--- src/hdl/spq_pkg.sv ---
// ---------------------------------------------------------------------------
// Sorted priority queue package
// Sizes, field layout, request and status codes, and the cell control type.
// ---------------------------------------------------------------------------
package spq_pkg;

   // Store geometry.
   localparam int CAPACITY    = 16;
   localparam int KEY_WIDTH   = 32;
   localparam int COUNT_WIDTH = $clog2(CAPACITY + 1);

   // Request layout: mode, then key.
   localparam int MODE_WIDTH    = 2;
   localparam int REQ_BITS      = MODE_WIDTH + KEY_WIDTH;
   localparam int REQ_DATA_BITS = ((REQ_BITS + 7) / 8) * 8;

   // Result layout: head key, count, empty flag, status.
   localparam int STATUS_WIDTH  = 2;
   localparam int RSP_COUNT_LSB = KEY_WIDTH;
   localparam int RSP_EMPTY_BIT = KEY_WIDTH + COUNT_WIDTH;
   localparam int RSP_STAT_LSB  = RSP_EMPTY_BIT + 1;
   localparam int RSP_BITS      = RSP_STAT_LSB + STATUS_WIDTH;
   localparam int RSP_DATA_BITS = ((RSP_BITS + 7) / 8) * 8;

   typedef enum logic [MODE_WIDTH-1:0] {
      MODE_QUERY = 2'd0,
      MODE_PUSH  = 2'd1,
      MODE_POP   = 2'd2
   } spq_mode_type;

   typedef enum logic [STATUS_WIDTH-1:0] {
      STATUS_OK    = 2'd0,
      STATUS_FULL  = 2'd1,
      STATUS_EMPTY = 2'd2
   } spq_status_type;

   // Broadcast control shared by every cell of the row.
   typedef struct packed {
      logic                 push;
      logic                 pop;
      logic [KEY_WIDTH-1:0] key;
   } spq_ctrl_type;

endpackage

--- src/hdl/spq_cell.sv ---
// ---------------------------------------------------------------------------
// Sorted priority queue cell
// Holds one key of the sorted row and trades keys with its two neighbors.
// ---------------------------------------------------------------------------
module spq_cell
   import spq_pkg::*;
(
   input  logic                 clock,
   input  spq_ctrl_type         ctrl,
   input  logic                 occupied,   // this slot holds a stored key
   input  logic                 is_tail,    // first free slot
   input  logic                 left_lt,    // new key is below the left key
   input  logic [KEY_WIDTH-1:0] left_key,
   input  logic [KEY_WIDTH-1:0] right_key,
   output logic                 lt,
   output logic [KEY_WIDTH-1:0] key,
   output logic [KEY_WIDTH-1:0] key_next
);

   logic [KEY_WIDTH-1:0] key_ff;
   logic [KEY_WIDTH-1:0] key_in;

   // The new key sorts strictly before the key held here.
   assign lt = occupied && ($signed(ctrl.key) < $signed(key_ff));

   // On a push, cells after the insertion point take their left neighbor's
   // key, the insertion point takes the new key; a pop shifts toward the head.
   always_comb begin
      key_in = key_ff;
      if (ctrl.push) begin
         if (left_lt) begin
            key_in = left_key;
         end else if (lt || is_tail) begin
            key_in = ctrl.key;
         end
      end else if (ctrl.pop) begin
         key_in = right_key;
      end
   end

   always_ff @(posedge clock) begin
      key_ff <= key_in;
   end

   assign key      = key_ff;
   assign key_next = key_in;

endmodule

--- src/hdl/sorted_priority_queue.sv ---
// ---------------------------------------------------------------------------
// Sorted priority queue
// Bounded queue of signed keys kept in ascending order in a row of cells.
// ---------------------------------------------------------------------------
//  Channel  | Direction | Contents
//  req_     | in        | tdata: mode, key
//  rsp_     | out       | tdata: head_key, count, is_empty, status
//
//  Every cell compares the new key with its own and shifts in parallel, so a
//  transfer can be accepted every cycle while the result stream is not stalled.
//  The result is held in an output register; a new request is accepted
//  whenever that register is empty or is being drained in the same cycle.
//  Reset clears the key count and the result valid flag; cell contents are
//  only read below the count and need no reset.
// ---------------------------------------------------------------------------
module sorted_priority_queue
   import spq_pkg::*;
(
   input  logic                     clock,
   input  logic                     reset,
   input  logic                     req_tvalid,
   output logic                     req_tready,
   input  logic [REQ_DATA_BITS-1:0] req_tdata,   // mode[1:0], key[33:2]
   output logic                     rsp_tvalid,
   input  logic                     rsp_tready,
   output logic [RSP_DATA_BITS-1:0] rsp_tdata    // head_key, count, is_empty, status
);

   localparam logic [COUNT_WIDTH-1:0] FULL_COUNT = COUNT_WIDTH'(CAPACITY);

   logic [COUNT_WIDTH-1:0] count_ff, count_in;
   logic                   rsp_valid_ff, rsp_valid_in;
   logic [RSP_BITS-1:0]    rsp_data_ff, rsp_data_in;

   logic                   accept;
   logic [MODE_WIDTH-1:0]  req_mode;
   logic [KEY_WIDTH-1:0]   req_key;
   logic                   is_full, is_none;
   spq_status_type         status;
   spq_ctrl_type           ctrl;

   logic [CAPACITY-1:0]    cell_lt;
   logic [CAPACITY-1:0]    cell_occupied;
   logic [CAPACITY-1:0]    cell_tail;
   logic [KEY_WIDTH-1:0]   cell_key  [CAPACITY];
   logic [KEY_WIDTH-1:0]   cell_next [CAPACITY];
   logic [KEY_WIDTH-1:0]   head_key;

   assign req_mode = req_tdata[MODE_WIDTH-1:0];
   assign req_key  = req_tdata[REQ_BITS-1:MODE_WIDTH];

   // Output register is free or being drained.
   assign req_tready = !rsp_valid_ff || rsp_tready;
   assign accept     = req_tvalid && req_tready;

   assign is_full = (count_ff == FULL_COUNT);
   assign is_none = (count_ff == '0);

   // Decode the request and guard full pushes and empty pops.
   always_comb begin
      ctrl.push = 1'b0;
      ctrl.pop  = 1'b0;
      ctrl.key  = req_key;
      status    = STATUS_OK;
      count_in  = count_ff;
      case (req_mode)
         MODE_PUSH: begin
            if (is_full) begin
               status = STATUS_FULL;
            end else begin
               ctrl.push = accept;
               if (accept) count_in = count_ff + 1'b1;
            end
         end
         MODE_POP: begin
            if (is_none) begin
               status = STATUS_EMPTY;
            end else begin
               ctrl.pop = accept;
               if (accept) count_in = count_ff - 1'b1;
            end
         end
         default: begin
            status = STATUS_OK;
         end
      endcase
   end

   // Row of cells; slot 0 holds the head.
   for (genvar i = 0; i < CAPACITY; i++) begin : g_cell
      localparam logic [COUNT_WIDTH-1:0] SLOT = COUNT_WIDTH'(i);

      assign cell_occupied[i] = (SLOT < count_ff);
      assign cell_tail[i]     = (SLOT == count_ff);

      spq_cell u_cell (
         .clock     (clock),
         .ctrl      (ctrl),
         .occupied  (cell_occupied[i]),
         .is_tail   (cell_tail[i]),
         .left_lt   ((i == 0) ? 1'b0 : cell_lt[(i == 0) ? 0 : i - 1]),
         .left_key  (cell_key[(i == 0) ? 0 : i - 1]),
         .right_key (cell_key[(i == CAPACITY - 1) ? i : i + 1]),
         .lt        (cell_lt[i]),
         .key       (cell_key[i]),
         .key_next  (cell_next[i])
      );
   end

   // Result after the request takes effect.
   assign head_key = (count_in == '0) ? '0 : cell_next[0];

   always_comb begin
      rsp_data_in  = rsp_data_ff;
      rsp_valid_in = rsp_valid_ff && !rsp_tready;
      if (accept) begin
         rsp_data_in  = {status, (count_in == '0), count_in, head_key};
         rsp_valid_in = 1'b1;
      end
   end

   always_ff @(posedge clock) begin
      if (reset) begin
         count_ff     <= '0;
         rsp_valid_ff <= 1'b0;
      end else begin
         count_ff     <= count_in;
         rsp_valid_ff <= rsp_valid_in;
      end
      rsp_data_ff <= rsp_data_in;
   end

   assign rsp_tvalid = rsp_valid_ff;
   assign rsp_tdata  = RSP_DATA_BITS'(rsp_data_ff);

endmodule

--- config.mk ---
export PLATFORM = sky130hd
export DESIGN_NAME = sorted_priority_queue
export DESIGN_NICKNAME = d
export VERILOG_FILES = /design/src/hdl/spq_pkg.sv /design/src/hdl/spq_cell.sv /design/src/hdl/sorted_priority_queue.sv
export SDC_FILE = /design/constraint.sdc
export NUM_CORES = 2
export LEC_CHECK = 0
export ABC_AREA = 1
export ABC_CLOCK_PERIOD_IN_PS = 4300
export BUFFER_PORTS_ARGS = -buffer_cell sky130_fd_sc_hd__buf_2
export CAP_MARGIN = 20
export CORE_UTILIZATION = 65
export CTS_CLUSTER_DIAMETER = 60
export CTS_CLUSTER_SIZE = 8
export DETAILED_ROUTE_END_ITERATION = 6
export PLACE_DENSITY = 0.89
export RECOVER_POWER = 25
export SLEW_MARGIN = 0
export SYNTH_ARGS = -nofsm -noshare
export SYNTH_HDL_FRONTEND = slang
export SYNTH_SLANG_ARGS = --single-unit
--- constraint.sdc ---
create_clock -name clock -period 4.3 [get_ports clock]
set_clock_uncertainty 0.05 [all_clocks]
set_input_delay 0.645 -clock clock [delete_from_list [all_inputs] [get_ports clock]]
set_output_delay 0.645 -clock clock [all_outputs]
set_load 0.02 [all_outputs]
# Yosys cells after proc, flatten, opt, wreduce, memory -nomap -nowiden
# Index checks and enable logic that the tools add are counted.
# totals
elab_cells	216
output_inout_bits	42
input_bits	44
ff_bits	558
# op_classes
n_mux	74
n_reduce_logical	56
n_eq_ne	32
order_cmp	32
add_sub_neg	2
# op_table
op	count
$mux 32	61
$lt 32x32->1	16
$ne 3x1->1 const B	14
$eq 4x5->1 const A	8
$lt 4x5->1 const A	8
$reduce_and 2->1	15
$eq 3x5->1 const A	4
$lt 3x5->1 const A	4
$mux 5	4
$logic_and 1x1->1	18
$logic_or 1x1->1	17
$eq 2x5->1 const A	2
$logic_not 5->1	2
$lt 1x5->1 const A	2
$lt 2x5->1 const A	2
$pmux 5 s2	1
$mux 1	6
$add 5x1->5 const B	1
$eq 1x5->1 const A	1
$eq 5x5->1 const B	1
$sub 5x1->5 const B	1
$pmux 2 s2	1
$reduce_bool 2->1	2
$eq 2x1->1 const B	1
3 further kinds	4

# Longest topological paths before layout
# logic_depth
depth_word	7
depth_mapped	19
mapped_depth_nobuf	18

# Cells and area by module
# From an unflattened synthesis, not the netlist that was laid out.
# unflattened
cells_unflattened	8151
area_unflattened_um2	49272.3
# modules_own_cells
mod	area_per_inst_um2	cells_each	instances	seq_area_each_um2
spq_cell (g_cell[0].u_cell ...)	2881.5	492	15	640.6
spq_cell (g_cell[9].u_cell)	3321.9	492	1	640.6
sorted_priority_queue	2727.6	279	1	1321.3

# Worst setup path before layout
# OpenSTA, ideal clock, no wires.
# synth_timing
path_kind	input to register
start	input req_tdata[7]
end	register g_cell[13].u_cell.key_ff[0], enable pin
setup_time_ns	0.421
stages	16
t_required_ns	3.829
path_buffers	2
t_arrival_ns	3.485
path_slack_ns	0.344
cell_sequence	ha_1 -> a21oi_1 -> nor2_1 -> a211oi_1 -> nand2_1 -> nand2_1 -> nand2_1 -> nand2_1 -> nand2_1 -> nand2_1 -> nand3_1 -> buf_2 -> buf_2 -> o21ai_0 -> nor2_1 -> nor2_1
# synth_between
elab_chain_cells	5
elab_cells_between_ends	7
cone_classes	2 x order compare; 1 x eq/ne; 4 x reduce/logical
# synth_rtl
item	line	rtl
from (decl)	sorted_priority_queue.sv:23	input logic [REQ_DATA_BITS-1:0] req_tdata,
$lt 32x32->1	spq_cell.sv:24	assign lt = occupied && ($signed(ctrl.key) < $signed(key_ff));
$logic_and 1x1->1	spq_cell.sv:24	
$logic_or 1x1->1	spq_cell.sv:33	end else if (lt || is_tail) begin
$ne 3x1->1 (no source line) (*)	--	
$reduce_and 2->1 (no source line) (*)	--	
to (signal assigned)	spq_cell.sv:42	key_ff <= key_in;
to (decl)	spq_cell.sv:20	logic [KEY_WIDTH-1:0] key_ff;
# Mark *: on every way between the ends. The rest lies on a longest branch, timed or not.
# A chain may end at the register's enable or synchronous reset.

# Final worst setup path
# layout_timing
start	register count_ff[1]
end	register rsp_data_ff[11], in the netlist rsp_tdata[11], data pin
# layout_between
elab_chain_cells	5
elab_cells_between_ends	20
cone_classes	2 x add/sub; 1 x order compare; 1 x eq/ne; 12 x mux; 4 x reduce/logical
# layout_rtl
item	line	rtl
from (decl)	sorted_priority_queue.sv:31	logic [COUNT_WIDTH-1:0] count_ff, count_in;
from (signal assigned)	sorted_priority_queue.sv:127	count_ff <= count_in;
$sub 5x1->5 (tied with other cells)	sorted_priority_queue.sv:80	if (accept) count_in = count_ff - 1'b1;
$mux 5 (tied with other cells)	sorted_priority_queue.sv:80	
$mux 5 (tied with other cells)	sorted_priority_queue.sv:76	if (is_none) begin
$pmux 5 s2 (tied with other cells)	sorted_priority_queue.sv:66	case (req_mode)
$logic_not 5->1 / $mux 32 (equally long branches)	sorted_priority_queue.sv:111, spq_cell.sv:30	
to (signal assigned)	sorted_priority_queue.sv:130	rsp_data_ff <= rsp_data_in;
to (decl)	sorted_priority_queue.sv:33	logic [RSP_BITS-1:0] rsp_data_ff, rsp_data_in;
# Several ways; a longest one is shown, not always the timed one.

==> results.md <==
- Status: finished, violations left
- Failing checks: design-rule violations, max-capacitance violations, max-slew violations
- Starting Density: 65.7%
- Final net count: 6,029
- Vias in the first global route: 37,700
- Pleak: 21.9 nW
- CTS root buffer: clkbuf_16
- DP Area: 43,300 um2
- Ranking of synthesized cells by instance count: 1,723 x nand2_1, 642 x inv_1, 520 x edfxtp_1, 503 x ha_1, 429 x nand3_1
- Worst path max stage delay: 1.00 ns
- GR peak layer: met2
- Predominant post-synthesis flop cell: edfxtp_1
- First-pass DRT Iterations: 7
- CTS Buffer Depth: 3
- Syn nets: 6,108
- Boundary Pins: 86
- Hold endpoint: rsp_tvalid
- Slew Viols, Final: 167
- Design area: 45,400 um2
- CP Launch Type: flip-flop
- GR Layer Usage met2: 55.7%
- Achievable frequency: 243 MHz
- DR DRC count: 13
- Synth area leaders: edfxtp_1 37%, nand2_1 15%, ha_1 15%, inv_1 5.7%, nand3_1 5.1%
- Largest net degree at the start of global routing: 258
- CTS sink cnt: 558
- Starting DRT DRC Count: 4,682
- Gr usage total: 33.4%
- Kind of critical path: flip-flop to flip-flop
- Die ar.: 66,200 um2
- DR WL/cell: 17.4 um
- Peak supply drop: 252 uV
- Pre-CTS WS: 0.553 ns
- Power per standard cell area: 327 nW/um2
- P&R area growth vs syn: 7.10%
- PnR worst setup slack: 0.184 ns
- Std cell rows: 93
- Share of the synthesized area in the top cell type: 36.9%
- Hold Slack: 0.221 ns
- Worst Reg-to-Reg Cells: 11
- Die H: 257 um
- Critical path arrival: 4.42 ns
- IO Port Bufs: 79
- Antenna violations before repair: 2
- Cell with the most instances after synthesis: nand2_1
- Final Hold Viols: 0
- Syn Std Cell Area: 42,300 um2
- Worst-Margin Slew: 2.16 ns
- Worst slew margin: -43.7%
- Maxcap violations: 2
- Hold-fix buffers, CTS: 0
- Synth Area per Inst: 7.61 um2
- Number of synthesized flops with an enable pin: 520
- RePlAce Congestion: 0.923
- Filler Cells Inserted: 4,872
- Vias: 38,700
- Total CTS buffers: 79
- Hold Path Stages: 3
- Layout cells sized above 1: 4.25%
- Post-layout min period: 4.12 ns
- Synth unique cells: 39
- Antenna-violating nets left: 0
- Setup TNS: 0 ns
- Worst setup EP type: flip-flop
- Reg clk slew, reported paths: 0.05 ns
- Worst R2R Start: count_ff[1]
- Met1 usage: 43.8%
- Seq/Total Area, Yosys: 38.7%
- CP Cell Sequence: inv_1 -> ha_1 -> inv_1 -> nor2_1 -> nand2_1 -> nand2_1 -> nor2_1 -> clkbuf_2 -> a21oi_1 -> o21ai_0 -> a21oi_1
- Mapped Cells: 5,561
- Detailed Route WL: 111,000 um
- WP data required: 4.61 ns
- Hold Path Origin: req_tvalid
- Crit-path max FO: 64
- Post-CTS resize count: 0
- Core Area: 64,500 um2
- Met3 usage: 4.85%
- Post-synth top area cell: edfxtp_1
- R2r setup slk: 0.18 ns
- Chip width: 257 um
- Yosys reg bits: 558
- Slowest stage cell, crit path: clkbuf_2
- Final period utilization: 95.7%
- Grt ovf: 0
- RR Endpoint: rsp_tdata[11]
- Worst skew pair latency: 0.64 ns
- Post-CTS Setup Repair Bufs: 0
- Multi-input logic area: 22,300 um2
- Register area: 16,400 um2
- CTS tree: built
- # H-tree levels: 3
- Post-DP HPWL: 80,300 um
- FFs w/ async S/R, synth: 0%
- Final setup violation count: 0
- RSZ-0062 raised after global routing: no
- Synth warn: 0
- Hold WC Path Type: primary input to flip-flop
- First-pass GRT wire length: 185,000 um
- Vias per cell: 6.07
-- per-layer routing --
| metal | part of all wire, % | vias up |
|---|---|---|
| met5 | 0.012 | - |
| met4 | 3.1 | 2 |
| met3 | 9.6 | 279 |
| met2 | 47 | 1991 |
| met1 | 40 | 17800 |
| li1 | - | 18700 |
-- state kept, by name, summed over array words and instances (netlist names) --
signal,count
count_ff,5
g_cell.u_cell.key,512
rsp_tdata,40
rsp_tvalid,1
-- cell families (layout without fill, tap and decap cells) --
family / count (synthesis) / in the layout / share of synthesized area (%)
xor+xnor: 1 / 1 / 0.0207
fa+ha+maj: 503 / 503 / 14.9
buf+inv: 966 / 928 / 8.84
other cells: 0 / 1 / 0
flops: 558 / 558 / 38.7
simple gates: 2761 / 2761 / 28.0
compound gates: 772 / 772 / 9.61
-- where the power goes --
group / total (mW) / internal (mW) / switching, mW
logic: 2.57 / 0.805 / 1.76
clock network: 5.82 / 3.37 / 2.45
registers: 6.45 / 6.28 / 0.172
-- stage by stage --
stage	std cells	utilization, %	power, mW
after floorplan	5561	-	8.29
after global placement	6256	67.1	8.89
after detailed placement	6256	67.1	9.04
after CTS	6378	70.5	14.8
after global routing	6379	70.4	15.4
final	6379	70.4	14.8
-- cell usage in the layout (no fill, tap or decap), drive strengths merged, types with 9 or more instances in the layout --
master	n
inv	654
a21oi	344
o211ai	18
nand2	1726
nor2	241
nand3	431
edfxtp	520
dfxtp	38
ha	503
nor3	26
o21ai	357
clkbuf	164
o21a	14
buf	106
a31oi	9
a211oi	20
nand4	317
nand3b	12
-- critical path: cells and delay by family, from the launching register on --
kind | cells | cell delay, ns
buffers and inverters | 3 | 1.40
and+or+nand+nor | 4 | 0.89
AOI/OAI and AO/OA | 3 | 0.57
DFF | 1 | 0.54
adders and majority gates | 1 | 0.32
-- how the worst max path moves through the flow --
stage                             from                        to  slack [ns]  depth (start not counted)
after floorplan           req_tdata[7]  g_cell[13].u_cell.key[0]        0.34                         16
after global placement    req_tdata[7]   g_cell[1].u_cell.key[1]        0.64                         16
after CTS                  count_ff[1]   g_cell[6].u_cell.key[5]        0.59                          9
after detailed placement  req_tdata[7]  g_cell[11].u_cell.key[1]        0.55                         16
after global routing       count_ff[1]             rsp_tdata[11]        0.17                         11
final                      count_ff[1]             rsp_tdata[11]        0.18                         11
-- layout make-up --
cell class,count,share of cell area (%)
Tap cell,855,2.36
Antenna cell,1,0.00552
Inverter,651,5.40
Clock buffer,115,4.66
Timing Repair Buffer,155,2.12
Multi-Input combinational cell,4037,49.2
Clock inverter,7,0.199
Sequential cell,558,36.1
No activity file was read; power rests on OpenSTA's default activity.
